`src/hw/rtl/hcbd_pkg.sv`:
```
// Package for the HTTP chunked body decoder: item type, phase and status codes,
// character constants and parameter defaults. No dependencies.
package hcbd_pkg;

   localparam int COUNT_BITS_DEF  = 32;
   localparam int QUEUE_DEPTH_DEF = 4;

   localparam logic [7:0] CH_CR   = 8'h0D;
   localparam logic [7:0] CH_LF   = 8'h0A;
   localparam logic [7:0] CH_SEMI = 8'h3B;

   // One classified input beat as it travels from front to back
   typedef struct packed {
      logic [7:0] data_byte;
      logic       start_message;
      logic       end_of_buffer;
      logic       hex_ok;
      logic [3:0] hex_val;
      logic       is_cr;
      logic       is_lf;
      logic       is_semi;
   } hcbd_item_type;

   typedef struct packed {
      logic full;
      logic empty;
   } hcbd_queue_status_type;

   typedef enum logic [11:0] {
      PH_SIZE     = 12'b0000_0000_0001,
      PH_EXT      = 12'b0000_0000_0010,
      PH_EXT_CR   = 12'b0000_0000_0100,
      PH_SIZE_LF  = 12'b0000_0000_1000,
      PH_DATA     = 12'b0000_0001_0000,
      PH_DATA_CR  = 12'b0000_0010_0000,
      PH_DATA_LF  = 12'b0000_0100_0000,
      PH_TRAIL_CR = 12'b0000_1000_0000,
      PH_TRAIL_LF = 12'b0001_0000_0000,
      PH_DONE     = 12'b0010_0000_0000,
      PH_ERROR    = 12'b0100_0000_0000,
      PH_INCOMP   = 12'b1000_0000_0000
   } hcbd_phase_type;

   typedef enum logic [2:0] {
      ST_BUSY  = 3'd0,
      ST_BODY  = 3'd1,
      ST_MSG   = 3'd2,
      ST_BAD   = 3'd3,
      ST_SHORT = 3'd4
   } hcbd_status_type;

endpackage

```
`src/hw/rtl/http_chunked_body_decoder_core.sv`:
```
// HTTP/1.1 chunked body decoder, one byte per beat.
// Request channel (req_*): one raw body byte per beat, with start_message to
// begin a new body and end_of_buffer to mark the last byte available.
// Response channel (rsp_*): exactly one result per request beat, in order:
// the payload byte and its valid flag, and a status code (in progress, body
// complete, message complete, malformed, incomplete).
// A byte passes through the front register, the queue and the result register
// before its result is shown.
// Throughput: one byte per cycle while neither side stalls; the parse state
// machine updates once per cycle in which it takes a byte from the queue.
// A stalled response holds in the result register; the item queue and the
// front register keep taking bytes until both are full, then req_stall rises.
// Reset (synchronous, active high) empties the pipeline and returns the parser
// to expecting size digits with a zero count.
// Depends on hcbd_pkg, hcbd_front, hcbd_queue and hcbd_back.
module http_chunked_body_decoder_core
   import hcbd_pkg::*;
#(
   parameter int COUNT_BITS  = COUNT_BITS_DEF,
   parameter int QUEUE_DEPTH = QUEUE_DEPTH_DEF
) (
   input  logic       clock,
   input  logic       reset,
   input  logic       req_valid,
   output logic       req_stall,
   input  logic [7:0] req_data_byte,
   input  logic       req_start_message,
   input  logic       req_end_of_buffer,
   output logic       rsp_valid,
   input  logic       rsp_stall,
   output logic [7:0] rsp_payload_byte,
   output logic       rsp_payload_valid,
   output logic [2:0] rsp_status
);

   logic                  push, pop;
   hcbd_item_type         push_item, head_item;
   hcbd_queue_status_type q_status;

   hcbd_front u_front (
      .clock             (clock),
      .reset             (reset),
      .req_valid         (req_valid),
      .req_stall         (req_stall),
      .req_data_byte     (req_data_byte),
      .req_start_message (req_start_message),
      .req_end_of_buffer (req_end_of_buffer),
      .q_status          (q_status),
      .push              (push),
      .push_item         (push_item)
   );

   hcbd_queue #(
      .QUEUE_DEPTH (QUEUE_DEPTH)
   ) u_queue (
      .clock     (clock),
      .reset     (reset),
      .push      (push),
      .push_item (push_item),
      .pop       (pop),
      .head_item (head_item),
      .q_status  (q_status)
   );

   hcbd_back #(
      .COUNT_BITS (COUNT_BITS)
   ) u_back (
      .clock             (clock),
      .reset             (reset),
      .head_item         (head_item),
      .q_status          (q_status),
      .pop               (pop),
      .rsp_valid         (rsp_valid),
      .rsp_stall         (rsp_stall),
      .rsp_payload_byte  (rsp_payload_byte),
      .rsp_payload_valid (rsp_payload_valid),
      .rsp_status        (rsp_status)
   );

endmodule

```
`src/hw/rtl/hcbd_front.sv`:
```
// Front stage of the chunked body decoder: accepts input beats, classifies
// the byte and hands the item to the queue. Depends on hcbd_pkg.
module hcbd_front
   import hcbd_pkg::*;
(
   input  logic                  clock,
   input  logic                  reset,
   input  logic                  req_valid,
   output logic                  req_stall,
   input  logic [7:0]            req_data_byte,
   input  logic                  req_start_message,
   input  logic                  req_end_of_buffer,
   input  hcbd_queue_status_type q_status,
   output logic                  push,
   output hcbd_item_type         push_item
);

   logic          valid_ff, valid_in;
   hcbd_item_type item_ff, item_in;
   hcbd_item_type item_cls;
   logic          accept;

   // Byte classification
   always_comb begin
      item_cls               = '0;
      item_cls.data_byte     = req_data_byte;
      item_cls.start_message = req_start_message;
      item_cls.end_of_buffer = req_end_of_buffer;
      item_cls.is_cr         = (req_data_byte == CH_CR);
      item_cls.is_lf         = (req_data_byte == CH_LF);
      item_cls.is_semi       = (req_data_byte == CH_SEMI);
      if (req_data_byte >= 8'h30 && req_data_byte <= 8'h39) begin
         item_cls.hex_ok  = 1'b1;
         item_cls.hex_val = req_data_byte[3:0];
      end else if ((req_data_byte >= 8'h41 && req_data_byte <= 8'h46) ||
                   (req_data_byte >= 8'h61 && req_data_byte <= 8'h66)) begin
         item_cls.hex_ok  = 1'b1;
         item_cls.hex_val = 4'(req_data_byte[2:0] + 3'd1) + 4'd8;
      end
   end

   // Hold register; stalls only when it is full and the queue cannot take it
   assign req_stall = valid_ff && q_status.full;
   assign accept    = req_valid && !req_stall;
   assign push      = valid_ff && !q_status.full;
   assign push_item = item_ff;

   always_comb begin
      valid_in = accept || (valid_ff && q_status.full);
      item_in  = accept ? item_cls : item_ff;
   end

   always_ff @(posedge clock) begin
      if (reset) begin
         valid_ff <= 1'b0;
      end else begin
         valid_ff <= valid_in;
      end
      item_ff <= item_in;
   end

endmodule

```
`src/hw/rtl/hcbd_queue.sv`:
```
// Small FIFO of classified items between front and back of the decoder.
// Depends on hcbd_pkg.
module hcbd_queue
   import hcbd_pkg::*;
#(
   parameter int QUEUE_DEPTH = QUEUE_DEPTH_DEF
) (
   input  logic                  clock,
   input  logic                  reset,
   input  logic                  push,
   input  hcbd_item_type         push_item,
   input  logic                  pop,
   output hcbd_item_type         head_item,
   output hcbd_queue_status_type q_status
);

   localparam int PTR_W = (QUEUE_DEPTH > 1) ? $clog2(QUEUE_DEPTH) : 1;
   localparam int CNT_W = $clog2(QUEUE_DEPTH + 1);

   hcbd_item_type    mem_ff [QUEUE_DEPTH];
   logic [PTR_W-1:0] wr_ptr_ff, wr_ptr_in;
   logic [PTR_W-1:0] rd_ptr_ff, rd_ptr_in;
   logic [CNT_W-1:0] count_ff, count_in;

   assign q_status.full  = (count_ff == CNT_W'(QUEUE_DEPTH));
   assign q_status.empty = (count_ff == '0);
   assign head_item      = mem_ff[rd_ptr_ff];

   // Pointer and fill count update
   always_comb begin
      wr_ptr_in = wr_ptr_ff;
      rd_ptr_in = rd_ptr_ff;
      count_in  = count_ff;
      if (push) begin
         wr_ptr_in = (wr_ptr_ff == PTR_W'(QUEUE_DEPTH - 1)) ? '0 : wr_ptr_ff + PTR_W'(1);
      end
      if (pop) begin
         rd_ptr_in = (rd_ptr_ff == PTR_W'(QUEUE_DEPTH - 1)) ? '0 : rd_ptr_ff + PTR_W'(1);
      end
      if (push && !pop) begin
         count_in = count_ff + CNT_W'(1);
      end else if (pop && !push) begin
         count_in = count_ff - CNT_W'(1);
      end
   end

   always_ff @(posedge clock) begin
      if (reset) begin
         wr_ptr_ff <= '0;
         rd_ptr_ff <= '0;
         count_ff  <= '0;
      end else begin
         wr_ptr_ff <= wr_ptr_in;
         rd_ptr_ff <= rd_ptr_in;
         count_ff  <= count_in;
      end
      if (push) begin
         mem_ff[wr_ptr_ff] <= push_item;
      end
   end

endmodule

```
`src/hw/rtl/hcbd_back.sv`:
```
// Back stage of the chunked body decoder: parse state machine and result
// register. Depends on hcbd_pkg.
module hcbd_back
   import hcbd_pkg::*;
#(
   parameter int COUNT_BITS = COUNT_BITS_DEF
) (
   input  logic                  clock,
   input  logic                  reset,
   input  hcbd_item_type         head_item,
   input  hcbd_queue_status_type q_status,
   output logic                  pop,
   output logic                  rsp_valid,
   input  logic                  rsp_stall,
   output logic [7:0]            rsp_payload_byte,
   output logic                  rsp_payload_valid,
   output logic [2:0]            rsp_status
);

   hcbd_phase_type        phase_ff, phase_in;
   logic [COUNT_BITS-1:0] count_ff, count_in;
   logic                  digit_ff, digit_in;
   logic                  rsp_valid_ff, rsp_valid_in;
   logic [7:0]            pbyte_ff;
   logic                  pvalid_ff;
   hcbd_status_type       status_ff;

   hcbd_phase_type        ph, ph_n;
   logic [COUNT_BITS-1:0] cnt, cnt_n;
   logic                  dig, dig_n;
   logic                  pv;
   hcbd_status_type       st;

   // Take a beat when one waits and the result register is free or draining
   assign pop = !q_status.empty && (!rsp_valid_ff || !rsp_stall);

   // Parse step for the item at the head of the queue
   always_comb begin
      ph  = head_item.start_message ? PH_SIZE : phase_ff;
      cnt = head_item.start_message ? '0 : count_ff;
      dig = head_item.start_message ? 1'b0 : digit_ff;

      ph_n  = ph;
      cnt_n = cnt;
      dig_n = dig;
      pv    = 1'b0;
      st    = ST_BUSY;

      unique case (ph)
         PH_SIZE: begin
            if (head_item.hex_ok) begin
               if (cnt[COUNT_BITS-1 -: 4] != 4'd0) begin
                  ph_n = PH_ERROR;
               end else begin
                  cnt_n = {cnt[COUNT_BITS-5:0], head_item.hex_val};
                  dig_n = 1'b1;
               end
            end else if (head_item.is_semi) begin
               ph_n = dig ? PH_EXT : PH_ERROR;
            end else if (head_item.is_cr) begin
               ph_n = dig ? PH_SIZE_LF : PH_ERROR;
            end else begin
               ph_n = PH_ERROR;
            end
         end
         PH_EXT: begin
            if (head_item.is_cr) begin
               ph_n = PH_EXT_CR;
            end
         end
         PH_SIZE_LF, PH_EXT_CR: begin
            if (head_item.is_lf) begin
               dig_n = 1'b0;
               if (cnt == '0) begin
                  ph_n = PH_TRAIL_CR;
                  st   = ST_BODY;
               end else begin
                  ph_n = PH_DATA;
               end
            end else if (ph == PH_EXT_CR) begin
               if (!head_item.is_cr) begin
                  ph_n = PH_EXT;
               end
            end else begin
               ph_n = PH_ERROR;
            end
         end
         PH_DATA: begin
            pv    = 1'b1;
            cnt_n = cnt - COUNT_BITS'(1);
            if (cnt_n == '0) begin
               ph_n = PH_DATA_CR;
            end
         end
         PH_DATA_CR: begin
            ph_n = head_item.is_cr ? PH_DATA_LF : PH_ERROR;
         end
         PH_DATA_LF: begin
            if (head_item.is_lf) begin
               ph_n  = PH_SIZE;
               cnt_n = '0;
               dig_n = 1'b0;
            end else begin
               ph_n = PH_ERROR;
            end
         end
         PH_TRAIL_CR: begin
            ph_n = head_item.is_cr ? PH_TRAIL_LF : PH_ERROR;
         end
         PH_TRAIL_LF: begin
            if (head_item.is_lf) begin
               ph_n = PH_DONE;
               st   = ST_MSG;
            end else begin
               ph_n = PH_ERROR;
            end
         end
         PH_DONE: begin
            st = ST_MSG;
         end
         PH_INCOMP: begin
            st = ST_SHORT;
         end
         default: begin
            ph_n = PH_ERROR;
         end
      endcase

      // Error and end-of-buffer overrides
      if (ph_n == PH_ERROR) begin
         st = ST_BAD;
         pv = 1'b0;
      end else if (head_item.end_of_buffer && (ph_n inside {PH_SIZE, PH_EXT, PH_EXT_CR,
                   PH_SIZE_LF, PH_DATA, PH_DATA_CR, PH_DATA_LF})) begin
         ph_n = PH_INCOMP;
         st   = ST_SHORT;
      end else if (head_item.end_of_buffer && (ph_n inside {PH_TRAIL_CR, PH_TRAIL_LF})) begin
         st = ST_BODY;
      end
   end

   // State commit
   always_comb begin
      phase_in     = pop ? ph_n : phase_ff;
      count_in     = pop ? cnt_n : count_ff;
      digit_in     = pop ? dig_n : digit_ff;
      rsp_valid_in = pop || (rsp_valid_ff && rsp_stall);
   end

   always_ff @(posedge clock) begin
      if (reset) begin
         phase_ff     <= PH_SIZE;
         count_ff     <= '0;
         digit_ff     <= 1'b0;
         rsp_valid_ff <= 1'b0;
      end else begin
         phase_ff     <= phase_in;
         count_ff     <= count_in;
         digit_ff     <= digit_in;
         rsp_valid_ff <= rsp_valid_in;
      end
      if (pop) begin
         pbyte_ff  <= pv ? head_item.data_byte : 8'd0;
         pvalid_ff <= pv;
         status_ff <= st;
      end
   end

   assign rsp_valid         = rsp_valid_ff;
   assign rsp_payload_byte  = pbyte_ff;
   assign rsp_payload_valid = pvalid_ff;
   assign rsp_status        = status_ff;

endmodule

```
`config.mk`:
```
export PLATFORM = sky130hd
export DESIGN_NAME = http_chunked_body_decoder_core
export DESIGN_NICKNAME = d
export VERILOG_FILES = /design/src/hw/rtl/hcbd_pkg.sv /design/src/hw/rtl/http_chunked_body_decoder_core.sv /design/src/hw/rtl/hcbd_front.sv /design/src/hw/rtl/hcbd_queue.sv /design/src/hw/rtl/hcbd_back.sv
export SDC_FILE = /design/constraint.sdc
export NUM_CORES = 1
export LEC_CHECK = 0
export ABC_CLOCK_PERIOD_IN_PS = 5300
export BUFFER_PORTS_ARGS = -buffer_cell sky130_fd_sc_hd__buf_2
export CAP_MARGIN = 20
export CELL_PAD_IN_SITES_DETAIL_PLACEMENT = 2
export CELL_PAD_IN_SITES_GLOBAL_PLACEMENT = 2
export CORE_AREA = 5 5 171 173
export DETAILED_ROUTE_END_ITERATION = 10
export DIE_AREA = 0 0 176 178
export PLACE_DENSITY_LB_ADDON = 0.1
export SETUP_SLACK_MARGIN = 0.15
export SYNTH_ARGS = -nofsm -noshare
export SYNTH_HDL_FRONTEND = slang
export SYNTH_HIERARCHICAL = 1
export SYNTH_SLANG_ARGS = --single-unit
```
`constraint.sdc`:
```
create_clock -name clock -period 5.3 [get_ports clock]
set_input_delay 0.265 -clock clock [delete_from_list [all_inputs] [get_ports clock]]
set_output_delay 0.265 -clock clock [all_outputs]
set_load 0.005 [all_outputs]
```
==> results of run 1 <==
## worst max-delay path, stage by stage, from the launching register on
cell and delay [ns]:
dfxtp_1 0.32, buf_4 0.28, mux4_1 0.46, nor2b_1 0.17, inv_1 0.13, ha_1 0.66
nor2b_1 0.48, a32oi_1 0.17, nor3_1 0.19, nand4_1 0.11, nor4_1 0.31, and4_1 0.25
nand4b_1 0.18, o2bb2ai_1 0.18
## flip-flops by register name (all words and copies together) (netlist names), named ones only
signal                    cells
u_back/count_ff              32
u_queue/mem_ff               72
u_back/rsp_payload_valid      1
u_back/rsp_valid              1
u_back/rsp_payload_byte       8
u_front/valid_ff              1
u_queue/rd_ptr_ff             2
u_queue/count_ff              3
u_back/rsp_status             3
u_back/digit_ff               1
u_back/phase_ff              12
u_queue/wr_ptr_ff             2
u_front/push_item            18
## per-stage QoR
stage                     cells  hold slack (ns)
after floorplan             752            0.334
after global placement     1083            0.445
after detailed placement   1083            0.446
after CTS                  1117           0.0238
after global routing       1117           0.0383
final                      1117           0.0457
## power groups by stage
stage | Sequential (mW) | Combinational, mW | Clock, mW
floorplan | 1.61 | 1.73 | 0
global placement | 1.68 | 2.27 | 0
detailed placement | 1.69 | 2.33 | 0
CTS | 1.66 | 2.35 | 1.29
global route | 1.68 | 2.56 | 1.34
finish | 1.66 | 2.31 | 1.24
## path summary, 6_finish.rpt
path	startpoint	end	slack, ns
setup / recovery	flip-flop	u_back/phase_ff[4]$_SDFFE_PP0P_	1.25
hold / removal	req_data_byte[5]	u_front/push_item[15]$_DFFE_PP_	0.05
setup reg to reg	flip-flop	u_back/phase_ff[4]$_SDFFE_PP0P_	1.25
hold reg to reg	u_back/digit_ff$_SDFFE_PP0P_	u_back/digit_ff$_SDFFE_PP0P_	0.50
## cell usage in the layout (no fill, tap or decap), types with 5 or more instances in the layout
cell type,instances
a31oi_1,9
buf_2,27
nor2_1,93
inv_1,19
mux4_2,10
o22ai_1,6
edfxtp_1,102
o21ai_0,35
dfxtp_1,56
nand4_1,9
nand3_1,12
clkbuf_16,17
mux4_1,8
a22oi_1,23
nor2b_1,8
nor3b_1,7
inv_8,6
buf_4,9
nand2_1,49
nor4_1,14
and2_1,15
ha_1,13
nor3_1,31
xnor2_1,6
or3_1,6
a32oi_1,5
a21oi_1,51
xor2_1,19
a211oi_1,5
and4_1,5
## cell type report
| cell class | instances | area [um2] |
|---|---|---|
| Clock inverter | 15 | 163 |
| Sequential cell | 158 | 4180 |
| Multi-Input combinational cell | 523 | 3570 |
| Clock buffer | 17 | 425 |
| Tap cell | 346 | 433 |
| Timing Repair Buffer | 38 | 223 |
| Fill cell | 2970 | 18400 |
| Inverter | 20 | 75.1 |
## kinds of logic (layout without fill, tap and decap cells)
kind of cell,after synthesis,count (layout),synth area share
and+or+nand+nor,291,291,0.196
muxes,23,23,0.0602
AOI/OAI and AO/OA,170,170,0.136
DFF,158,158,0.517
buffers and inverters,71,90,0.0413
adders and majority gates,14,14,0.0226
xor gates and xnor gates,25,25,0.0271
## metal layers
layer  global-route usage  share of wire  wire length (um)
met4               0.0497          0.016               397
met2                0.282           0.50             12100
met3               0.0225          0.020               496
met1                0.206           0.47             11300
met5                    0              0                 0
==> run_results.csv, run 1 <==
group,metric,value,unit
setup_path,crit_path_end_kind,"flip-flop",
floorplanning,fp-row-count,61,
cells_and_area,area_growth,12.2,%
sta,worstMarginPinSlew,1.09,ns
grt,grt_usage,0.161,
yosys,async_flop_share,0,
grt,grt_overflow,0,
placement,hpwl,16400,um
detailed_routing,post_drt_wl_per_cell,21.8,um
sta,slew-limit-headroom,0.273,
setup_path,crit_type,"reg -> reg",
setup_path,cp_data_required_time,5.58,ns
grt,grt_first_pass_wirelength,39400,um
power_and_ir_drop,finalPower,5.21,mW
yosys,yosysMostFrequentCell,"edfxtp_1",
detailed_routing,dr.pass1.iters,4,
clock_network,cts_tree,"yes",
cells_and_area,antenna_cells,0,
sta,timing.final.crit_period,4.05,ns
power_and_ir_drop,p_int,2.94,mW
floorplanning,dieArea,31300,um2
setup_path,crit_path_start_kind,"flip-flop",
sta,hold_viol_final,0,
clock_network,cts_hold_buf,2,
placement,dpl_cell_area,8470,um2
clock_network,clockRootBuffer,"clkbuf_16",
cells_and_area,nets,786,
min_path,min_path_type,"in -> reg",
clock_network,cts.sinks,158,
sta,skew,0.0191,ns
grt,grt_pass1_vias,6710,
detailed_routing,drc_errors,0,
power_and_ir_drop,vdd_drop_max,291,uV
clock_network,postCtsSetupBuffers,0,
power_and_ir_drop,powerDensity,573,nW/um2
clock_network,clk-insertion-delay-late,0.43,ns
grt,grt_max_degree,57,
sta,finalCritPeriodShare,0.763,
clock_network,cts_made_buffers,17,
sta,finalWorstSetupSlack,1.25,ns
yosys,ys_top_cells_by_count,"edfxtp_1 (102), nor2_1 (93), dfxtp_1 (56)",
yosys,yosysSeqAreaShare,0.517,
sta,setup-tns-final,0,ns
yosys,synthDominantCellAreaShare,0.379,
cells_and_area,layout-drive-gt1-share,0.135,
clock_network,post_cts_resized,0,
setup_path,worstPathArrival,4.33,ns
cells_and_area,final_core_util,0.330,
yosys,synth-seq-cells,158,
floorplanning,die_h,178,um
power_and_ir_drop,leakage,3.16,nW
sta,setup_violations,0,
sta,drv_slew,0,
detailed_routing,drt_wl_total,24300,um
power_and_ir_drop,switchingPower,2.26,mW
flow_run,maxCapViolCount,0,
power_and_ir_drop,p_clk_frac,0.239,
detailed_routing,vias,6024,
floorplanning,start_util,0.294,
setup_path,reg2reg_depth,13,
power_and_ir_drop,p_seq_frac,0.318,
yosys,synth.top_cells.by_area,"edfxtp_1 (38%), dfxtp_1 (14%), nor2_1 (4.3%)",
min_path,holdPathStages,1,
detailed_routing,drt_iter0_markers,378,
power_and_ir_drop,switching_share,0.435,
sta,max_freq,247,MHz
power_and_ir_drop,p_comb_frac,0.443,
yosys,avgSynthCellArea,10.8,um2
clock_network,htree_levels,4,
yosys,syn_nets,780,
clock_network,ctsLongestPathBuffers,2,
detailed_routing,drtAntennaViolNets,0,
setup_path,cp_max_fo,22,
run_status,run_status,"finished clean",
placement,portBuffers,27,
placement,place_ws,1.28,ns
yosys,synth_top_area_cell,"edfxtp_1",
detailed_routing,viasPerCell,5.39,
clock_network,clk_pin_slew,0.08,ns
yosys,synth.cell_area,8090,um2
floorplanning,coreArea,27500,um2
grt,antenna_found_initial,0,
yosys,synth_warnings,6,
floorplanning,die_w,176,um
yosys,ys.flop_type,"edfxtp_1",
yosys,synth_cells,752,
placement,gp_congestion,0.792,
yosys,synth_edf_count,102,
sta,rsz0062_at_grt,"false",
floorplanning,ios,28,
cells_and_area,stdcell_area,9080,um2
yosys,ys_types,78,
No activity file was read; power rests on OpenSTA's default activity.
==> run 2, diff against run 1 <==
Settings changed: ABC_AREA set to 1, ABC_CLOCK_PERIOD_IN_PS 5300 to 3600, CORE_AREA 5 5 171 173 to 5 5 178 180, DIE_AREA 0 0 176 178 to 0 0 183 185.
Clock period 5.3 ns to 3.6 ns, I/O delays scaled along.
==> run 2 against run 1 <==
Net effect: wire length grew 22%; design area up 12%; combinational power rose to 2.8 times the previous value; critical path depth grew 9; worst setup slack lost 0.79 ns; clock skew decreased by 0.0027 ns; utilization grew 0.90 points; worst hold slack lost 0.024 ns; die area grew 8.1%; first-iteration DRC count decreased by 31%; fmax is 29% higher; register-to-register slack got worse by 0.79 ns; largest power group unchanged; highest routed layer unchanged.
==> run_results.csv, run 2 <==
group,metric,value,unit
detailed_routing,drtAntennaViolNets,0,
cells_and_area,area_growth,16.0,%
sta,setup-tns-final,0,ns
clock_network,clockRootBuffer,"clkbuf_16",
run_status,run_status,"finished clean",
sta,whs,0.0216,ns
cells_and_area,antenna_cells,0,
yosys,avgSynthCellArea,8.19,um2
placement,gp_congestion,0.804,
setup_path,r2r_slack,0.46,ns
detailed_routing,post_drt_wl_per_cell,19.4,um
cells_and_area,layout_common_cells,"nand2_1 (263), nor2_1 (131), edfxtp_1 (102), inv_1 (100), o21ai_0 (82)",
placement,portBuffers,27,
sta,skew,0.0164,ns
placement,dpl_cell_area,9370,um2
clock_network,cts.sinks,158,
setup_path,worstPathArrival,3.46,ns
grt,antenna_found_initial,0,
clock_network,clk-insertion-delay-late,0.44,ns
sta,max_freq,319,MHz
sta,finalWorstSetupSlack,0.462,ns
cells_and_area,top_register,"u_queue/mem_ff",
yosys,synth-seq-cells,158,
detailed_routing,dr.pass1.iters,4,
grt,grt_overflow,0,
power_and_ir_drop,powerDensity,1090,nW/um2
detailed_routing,drt_wl_total,29700,um
setup_path,crit_type,"reg -> reg",
clock_network,clk_pin_slew,0.08,ns
min_path,holdPathStages,1,
min_path,holdPathEnd,"u_front/push_item[12]$_DFFE_PP_",
floorplanning,coreArea,30000,um2
cells_and_area,fillers,3462,
power_and_ir_drop,p_comb_frac,0.590,
setup_path,crit_path_end_kind,"flip-flop",
min_path,holdCritStartpoint,"req_data_byte[2]",
detailed_routing,viasPerCell,5.00,
placement,place_ws,-0.0297,ns
detailed_routing,drc_errors,0,
sta,setup_violations,0,
floorplanning,die_w,183,um
sta,finalCritPeriodShare,0.872,
yosys,syn_nets,1101,
detailed_routing,vias,7670,
floorplanning,die_h,185,um
setup_path,reg2reg_depth,22,
power_and_ir_drop,switching_share,0.517,
placement,hpwl,21600,um
yosys,synth_edf_count,102,
grt,grt_first_pass_wirelength,47200,um
floorplanning,dieArea,33900,um2
clock_network,cts_tree,"yes",
cells_and_area,layout-drive-gt1-share,0.162,
power_and_ir_drop,leakage,4.49,nW
grt,grt_usage,0.179,
yosys,async_flop_share,0,
clock_network,cts_made_buffers,17,
yosys,ys.flop_type,"edfxtp_1",
yosys,ys_top_cells_by_count,"nand2_1 (264), nor2_1 (134), edfxtp_1 (102)",
yosys,synth_warnings,6,
yosys,synthDominantCellAreaShare,0.349,
power_and_ir_drop,switchingPower,5.72,mW
clock_network,htree_levels,4,
setup_path,worstReg2RegEnd,"u_back/phase_ff[4]$_SDFFE_PP0P_",
grt,grt_pass1_vias,8356,
cells_and_area,largest_reg_flops,72,
sta,drv_slew,0,
setup_path,cp_data_required_time,3.92,ns
sta,hold_viol_final,0,
setup_path,crit_path_start_kind,"flip-flop",
cells_and_area,multi_input_area,3930,um2
sta,timing.final.crit_period,3.14,ns
clock_network,ctsLongestPathBuffers,2,
cells_and_area,regArea,4190,um2
floorplanning,fp-row-count,64,
grt,grt_max_degree,76,
yosys,synth_cells,1073,
cells_and_area,stdcell_area,10200,um2
yosys,yosysSeqAreaShare,0.476,
min_path,min_path_type,"in -> reg",
power_and_ir_drop,p_int,5.34,mW
sta,rsz0062_at_grt,"false",
yosys,synth.cell_area,8780,um2
yosys,ys_types,49,
cells_and_area,nets,1153,
yosys,yosysMostFrequentCell,"nand2_1",
setup_path,cp_max_fo,17,
detailed_routing,drt_iter0_markers,260,
yosys,synth.top_cells.by_area,"edfxtp_1 (35%), dfxtp_1 (13%), nand2_1 (11%)",
flow_run,maxCapViolCount,0,
sta,worstMarginPinSlew,0.942,ns
power_and_ir_drop,finalPower,11.1,mW
sta,slew-limit-headroom,0.371,
yosys,synth_top_area_cell,"edfxtp_1",
floorplanning,start_util,0.293,
power_and_ir_drop,p_seq_frac,0.241,
power_and_ir_drop,p_clk_frac,0.170,
cells_and_area,final_common_cell,"nand2_1",
power_and_ir_drop,vdd_drop_max,348,uV
floorplanning,ios,28,
-- run 2: cell count changes after synthesis, moves of 18 or more --
cell	delta
nand2_1	+215
inv_1	+80
o21ai_0	+48
nor2_1	+41
nand3_1	+40
a22oi_1	-23
nand2_2	+22
clkbuf_1	-19
xor2_1	-18
-- run 2: final cells by class --
| class | count | share of cell area |
|---|---|---|
| clock buffers | 17 | 0.0417 |
| clock inverters | 15 | 0.0184 |
| inverters | 113 | 0.0425 |
| multi-input cells | 764 | 0.386 |
| flip-flops and latches | 158 | 0.411 |
| well taps | 396 | 0.0486 |
| repair buffers | 71 | 0.0516 |
-- run 2: metrics by stage --
stage | util | std cells
2_1_floorplan | - | 1073
3_3_place_gp | 0.312 | 1483
3_5_place_dp | 0.312 | 1483
4_1_cts | 0.336 | 1527
5_1_grt | 0.339 | 1534
6_report | 0.339 | 1534
-- run 2: per-layer routing --
layer / routed length (um) / GRT usage / part of all wire
met2: 15400 / 0.333 / 0.52
met1: 13500 / 0.222 / 0.45
met3: 537 / 0.0220 / 0.018
met4: 267 / 0.0378 / 0.0090
met5: 0 / 0 / 0
-- run 2: cell families after synthesis --
| logic type | Yosys count | share of synthesized area |
|---|---|---|
| DFF | 158 | 0.476 |
| buffers and inverters | 151 | 0.0798 |
| adders and majority gates | 14 | 0.0208 |
| and+or+nand+nor | 541 | 0.277 |
| xor gates and xnor gates | 2 | 0.00199 |
| AOI/OAI and AO/OA | 207 | 0.144 |
-- run 2: repair_timing --
action                                 in CTS  in global routing
pin swaps                                   1                  1
setup endpoints to repair                   2                 18
gates resized for setup                     1                 10
endpoints found under the hold margin       9                  0
cloned                                      0                  0
setup buffers                               3                  7
hold buffers                                9                  0
-- run 2: worst max-delay path, stage by stage (launching register included) --
cell and delay (ns):
dfxtp_4 0.39, inv_8 0.10, nor2_1 0.06, o22ai_2 0.20, inv_2 0.07, buf_4 0.21
buf_4 0.20, nand2_1 0.16, nand2_1 0.11, nor2_2 0.18, nand2_1 0.08, nor2_1 0.20
nand2_1 0.08, nand2_1 0.06, nand2_1 0.06, nor2_1 0.22, nand3_1 0.16, nor2_1 0.12
nand2_1 0.10, nand2_1 0.07, nand2_1 0.05, nand3_1 0.06, a21oi_1 0.06
-- run 2: worst max path at each step --
stage,startpoint,endpoint,slack [ns],cells after the start
2_1_floorplan,flip-flop,u_back/phase_ff[4]$_SDFFE_PP0P_,0.81,24
6_report,flip-flop,u_back/phase_ff[4]$_SDFFE_PP0P_,0.46,22
3_5_place_dp,flip-flop,u_back/phase_ff[4]$_SDFFE_PP0P_,-0.03,21
4_1_cts,flip-flop,u_back/phase_ff[4]$_SDFFE_PP0P_,0.19,21
3_3_place_gp,flip-flop,u_back/phase_ff[4]$_SDFFE_PP0P_,0.09,21
5_1_grt,flip-flop,u_back/phase_ff[4]$_SDFFE_PP0P_,0.16,22
-- run 2: power groups by stage --
stage	logic [mW]	registers [mW]	clock network, mW
after floorplan	4.26	2.59	0
after global placement	6.17	2.69	0
after detailed placement	6.24	2.70	0
after CTS	6.37	2.67	1.95
after global routing	7.27	2.71	2.02
final	6.52	2.66	1.88
